### config.mk
export PLATFORM = sky130hd
export DESIGN_NAME = aat_csr_flat
export DESIGN_NICKNAME = d
export VERILOG_FILES = /design/src/rtl/aat_pkg.sv /design/src/rtl/aat_if.sv /design/src/rtl/aat_csr.sv /design/src/flat_wrapper.sv
export SDC_FILE = /design/constraint.sdc
export NUM_CORES = 1
export LEC_CHECK = 0
export ABC_AREA = 1
export BUFFER_PORTS_ARGS = -buffer_cell sky130_fd_sc_hd__buf_2
export CELL_PAD_IN_SITES_DETAIL_PLACEMENT = 0
export CELL_PAD_IN_SITES_GLOBAL_PLACEMENT = 2
export CORE_ASPECT_RATIO = 1.75
export CORE_MARGIN = 3
export CORE_UTILIZATION = 27
export DETAILED_ROUTE_END_ITERATION = 12
export PLACE_DENSITY_LB_ADDON = 0.15
export SYNTH_ARGS = -nofsm -noshare
export SYNTH_HDL_FRONTEND = slang
export SYNTH_SLANG_ARGS = --single-unit
export TNS_END_PERCENT = 5
### constraint.sdc
create_clock -name clock -period 2.3 [get_ports clock]
set_input_delay 0.345 -clock clock [delete_from_list [all_inputs] [get_ports clock]]
set_output_delay 0.345 -clock clock [all_outputs]
set_load 0.05 [all_outputs]
### src/rtl/aat_pkg.sv
`timescale 1ns / 1ps

package aat_pkg;

   // table geometry
   localparam int TABLE_ENTRIES = 64;
   localparam int IDX_W         = (TABLE_ENTRIES > 1) ? $clog2(TABLE_ENTRIES) : 1;
   localparam int CNT_W         = $clog2(TABLE_ENTRIES + 1);

   // field widths
   localparam int KEY_W     = 32;
   localparam int TIME_W    = 32;
   localparam int WORD_W    = KEY_W + TIME_W;
   localparam int OP_W      = 2;
   localparam int STATUS_W  = 2;
   localparam int ENTRIES_W = 7;

   // configuration port
   localparam int CSR_INDEX_W = 8;
   localparam int CSR_DATA_W  = 32;

   localparam logic [CSR_INDEX_W-1:0] CSR_MAX_AGE        = CSR_INDEX_W'(0);
   localparam logic [CSR_INDEX_W-1:0] CSR_JUMP_THRESHOLD = CSR_INDEX_W'(1);

   localparam logic [TIME_W-1:0] MAX_AGE_RESET        = TIME_W'(60 * 60 * 12);
   localparam logic [TIME_W-1:0] JUMP_THRESHOLD_RESET = TIME_W'(100);

   typedef enum logic [OP_W-1:0] {
      OP_ADD    = 2'd0,
      OP_UPDATE = 2'd1,
      OP_DELETE = 2'd2,
      OP_TICK   = 2'd3
   } op_type;

   typedef enum logic [STATUS_W-1:0] {
      ST_OK        = 2'd0,
      ST_NOT_FOUND = 2'd1,
      ST_FULL      = 2'd2
   } status_type;

   typedef struct packed {
      op_type            op;
      logic [KEY_W-1:0]  key;
      logic [TIME_W-1:0] now;
   } cmd_type;

   typedef struct packed {
      status_type       status;
      logic [CNT_W-1:0] count;
   } result_type;

   typedef struct packed {
      logic [TIME_W-1:0] max_age;
      logic [TIME_W-1:0] jump_threshold;
   } cfg_type;

endpackage

### src/rtl/aat_if.sv


// configuration write channel
interface aat_csr_if;
   logic                            valid;
   logic                            ready;
   logic [aat_pkg::CSR_INDEX_W-1:0] index;
   logic [aat_pkg::CSR_DATA_W-1:0]  data;

   modport source (output valid, output index, output data, input ready);
   modport sink   (input valid, input index, input data, output ready);
endinterface

### src/rtl/aat_csr.sv
`timescale 1ns / 1ps

module aat_csr (
   input  logic             clock,
   input  logic             reset,
   aat_csr_if.sink          csr_ch,
   output aat_pkg::cfg_type cfg_o
);

   aat_pkg::cfg_type cfg_ff;
   aat_pkg::cfg_type cfg_in;

   // always take a write beat
   assign csr_ch.ready = 1'b1;

   // decode the register index, drop writes beyond the list
   always_comb begin
      cfg_in = cfg_ff;
      if (csr_ch.valid) begin
         case (csr_ch.index)
            aat_pkg::CSR_MAX_AGE:        cfg_in.max_age        = csr_ch.data;
            aat_pkg::CSR_JUMP_THRESHOLD: cfg_in.jump_threshold = csr_ch.data;
            default: ;
         endcase
      end
   end

   always_ff @(posedge clock) begin
      if (reset) begin
         cfg_ff.max_age        <= aat_pkg::MAX_AGE_RESET;
         cfg_ff.jump_threshold <= aat_pkg::JUMP_THRESHOLD_RESET;
      end else begin
         cfg_ff <= cfg_in;
      end
   end

   assign cfg_o = cfg_ff;

endmodule

### src/flat_wrapper.sv
// flat-port wrapper written by rule: the top's interface ports become plain ports
module aat_csr_flat 
  (clock, reset, cfg_o, csr_ch_valid, csr_ch_index, csr_ch_data, csr_ch_ready);
  aat_csr_if csr_ch_i ();
  input  logic clock;
  input  logic reset;
  output aat_pkg::cfg_type cfg_o;
  input wire logic [$bits(csr_ch_i.valid)-1:0] csr_ch_valid;
  input wire logic [$bits(csr_ch_i.index)-1:0] csr_ch_index;
  input wire logic [$bits(csr_ch_i.data)-1:0] csr_ch_data;
  output wire logic [$bits(csr_ch_i.ready)-1:0] csr_ch_ready;
  assign csr_ch_i.valid = csr_ch_valid;
  assign csr_ch_i.index = csr_ch_index;
  assign csr_ch_i.data = csr_ch_data;
  assign csr_ch_ready = csr_ch_i.ready;
  aat_csr u_core (.clock(clock), .reset(reset), .csr_ch(csr_ch_i), .cfg_o(cfg_o));
endmodule
## Word-level counts from Yosys, hierarchy flattened

Index checks and enable logic that the tools add are counted.

- Equal/unequal tests: 1
- Reduce and logical (&&, ||, !) cells: 3

Operators by type and width:

| cell | count |
|---|---|
| equality test 8 x 1 -> 1 bit, second input constant | 1 |
| logical NOT 8 bit | 1 |
| AND reduction 2 bit | 2 |

- Bits of input ports: 43
- Word-level logic and storage cells: 6
- Register bits after elaboration: 64
- Output and inout port bits: 65

## Depth between registers and ports, before layout

- Depth after elaboration: 2
- Gate-level depth with buffers: 7
- Depth with buffers taken out: 6

## Least setup slack after synthesis

Ideal clock, no wire load.

- Kind: in2reg
- Start: in csr_ch_index[3]
- End: reg u_core.cfg_ff (netlist bit u_core.cfg_o[2])
- Data required time: 2170 ps
- Arrival: 1067 ps
- Path slack: 1103 ps
- Buffers on the path: 1
- Stages on the path: 7
- Library setup time: 130 ps
- Cell sequence: nor2_2 nand2_1 nor2_2 buf_4 nand2_1 nand2_1 nand3_1

- Longest elaborated chain between the ends: 2

Ends and longest elaborated chain:

| what | line | RTL |
|---|---|---|
| start: declaration | flat_wrapper.sv:9 | `input wire logic [$bits(csr_ch_i.index)-1:0] csr_ch_index;` |
| equality test 8 x 1 -> 1 bit | aat_csr.sv:20 | `case (csr_ch.index)` |
| AND reduction 2 bit (no source line) | -- |  |
| end signal: assignment | aat_csr.sv:33 | `cfg_ff <= cfg_in;` |
| end: declaration | aat_csr.sv:10 | `aat_pkg::cfg_type cfg_ff;` |

Every way passes these cells.
A chain may end at the register's enable or synchronous reset.

## Worst setup path in the final report

- Start: reg u_core.cfg_ff (netlist bit u_core.cfg_o[38])
- End: out cfg_o[38] in the netlist's numbering

RTL lines:

| what | line | RTL |
|---|---|---|
| end: declaration | flat_wrapper.sv:7 | `output aat_pkg::cfg_type cfg_o;` |

No word-level cell between the ends.

==> impl_metrics.ini <==
[pwr]
power_frac_clock = 0.503
ir_worst_vdd_mv = 0.384
comb_power_share = 0.060
power.total_w = 0.00255
sw_frac_of_total = 0.225
p_switching_w = 0.000575
internal-power_w = 0.00198
p_per_area_nw_per_um2 = 711
seqPwrFrac = 0.436
leakagePower_nw = 1.84

[run_status]
status = finished clean

[clock_network]
clk_pin_slew_ns = 0.05
cts_max_path_buffers = 2
cts_buffers = 9
clkLatencyLatePin_ns = 0.33
root_buffer = clkbuf_16
cts-resized-gates = 0
cts_hold_buf = 0
clkSinkCount = 64
post-cts-setup-buffers = 0
h-tree-depth = 3
cts_tree = yes

[timing]
tightestPinTransition_ns = 0.570
clock.fmax_mhz = 750
setup_violations = 0
period_share = 0.580
rsz0062_at_grt = false
relSlewSlack = 0.620
layout_min_cycle_time_ns = 1.33
drv_slew = 0
hold_viol = 0
finClkSkew_ns = 0
layout_setup_ws_ns = 0.966
fin_setup_tns_ns = 0

[logic_synthesis]
synth_top_area_share = 0.475
syn_nets = 428
netlist_instances = 385
syn_area_um2 = 2700
synth_warnings = 0
synth_top_area_cell = dfxtp_1
ys_seq_area_frac = 0.475
synth_seq_cells = 64
netlist-cell-type-count = 16
synth_area_leaders = dfxtp_1 (47%), nor2_1 (16%), nand3_1 (12%)
avgSynthCellArea_um2 = 7.01

[global_routing]
grt_pass1_vias = 2633
grt.overflow.total = 0
grt_max_degree = 59
antenna_found_initial = 0
grt_pass1_wl_um = 12800
grt_usage = 0.149

[layout]
syn_to_final_growth_pct = 33.0
fillers = 1075
post_route_cells_drive_above_1_share = 0.284
final_common_cell = nor2_1
largest_reg_flops = 64
num_antenna_cells = 0
final_cell_mix = nor2_1 (112), buf_2 (106), nand2_1 (75)
nets = 527
fin_cells = 611
finalInstanceArea_um2 = 3590

[die]
die_width_um = 81.6
rows = 47
initial_core_util = 0.281
dieArea_um2 = 11300
pin_count = 108
die_h_um = 138
core_area_um2 = 9590

[setup_path]
reg2reg_from = u_core.cfg_o[62]
worstPathCellList = buf_2
crit_family = flip-flops
cp_max_fo = 2
cp_slowest_stage_delay_ns = 0.38
cp-startpoint = u_core.cfg_o[38]
cp-start-kind = flop
required_ns = 1.96
worstPathArrival_ns = 0.99
cp-end-kind = output pin
crit_type = reg -> out
cp_slowest_cell = dfxtp_1
crit_buf_inv = 1
r2r_slack_ns = 1.72

[routing]
via_per_inst = 4.32
wl_per_cell_um = 13.0
dr.pass1.iters = 5
drc = 0
drt_iter0_markers = 123
routed_wl_um = 7960
drtAntennaViolNets = 0
vias = 2638

[hold_path]
min_from = csr_ch_data[2]
hold_class = in -> reg

[placed_design]
io_buffers = 106
dp.cells = 595
place_congestion = 0.733
place_area_um2 = 3300
dpl.hpwl_um = 5610
place_ws_ns = 0.630

[flow_run]
maxCapViolCount = 0
==> synthesized netlist by cell type, drive strengths merged <==
library cell / number
buf: 24
conb: 1
dfxtp: 64
inv: 34
nand2: 77
nand3: 65
nor2: 120
==> layout make-up <==
| type | count | area [µm²] | area share |
|---|---|---|---|
| Clock inverter | 3 | 15.0 | 0.00419 |
| Timing Repair Buffer | 112 | 613 | 0.171 |
| Tap cell | 122 | 153 | 0.0426 |
| Sequential cell | 64 | 1280 | 0.357 |
| Inverter | 34 | 128 | 0.0356 |
| Clock buffer | 13 | 270 | 0.0753 |
| Multi-Input combinational cell | 263 | 1130 | 0.314 |
==> cells by family after synthesis <==
group | Yosys count | synth area share
buffers and inverters | 58 | 0.107
DFF | 64 | 0.475
other | 1 | 0.00139
and+or+nand+nor | 262 | 0.417
==> stage by stage <==
step	util	hold slack, ns
global placement	0.344	0.440
floorplan	-	0.471
detailed placement	0.344	0.441
finish	0.374	0.248
global route	0.374	0.250
CTS	0.374	0.236
==> layer usage <==
metal / global-route usage / wire (µm) / up-vias
met5: 0 / 0 / -
met2: 0.253 / 4040 / 77
met1: 0.167 / 3200 / 1178
met4: 0.0721 / 180 / 0
li1: - / - / 1371
met3: 0.0397 / 538 / 12
==> path summary, 6_finish.rpt <==
path / to / depth (start not counted)
setup / recovery: cfg_o[38] / 1
hold / removal: u_core.cfg_o[2] / 3
setup reg to reg: u_core.cfg_o[62] / 2
hold reg to reg: u_core.cfg_o[6] / 2
==> power by group through the flow <==
stage          clock network (W)  registers (W)   logic, W
2_1_floorplan                  0        0.00115  0.0000847
3_3_place_gp                   0        0.00114   0.000157
3_5_place_dp                   0        0.00114   0.000157
4_1_cts                  0.00133        0.00111   0.000157
5_1_grt                  0.00137        0.00111   0.000174
6_report                 0.00128        0.00111   0.000154
No activity file was read; power rests on OpenSTA's default activity.
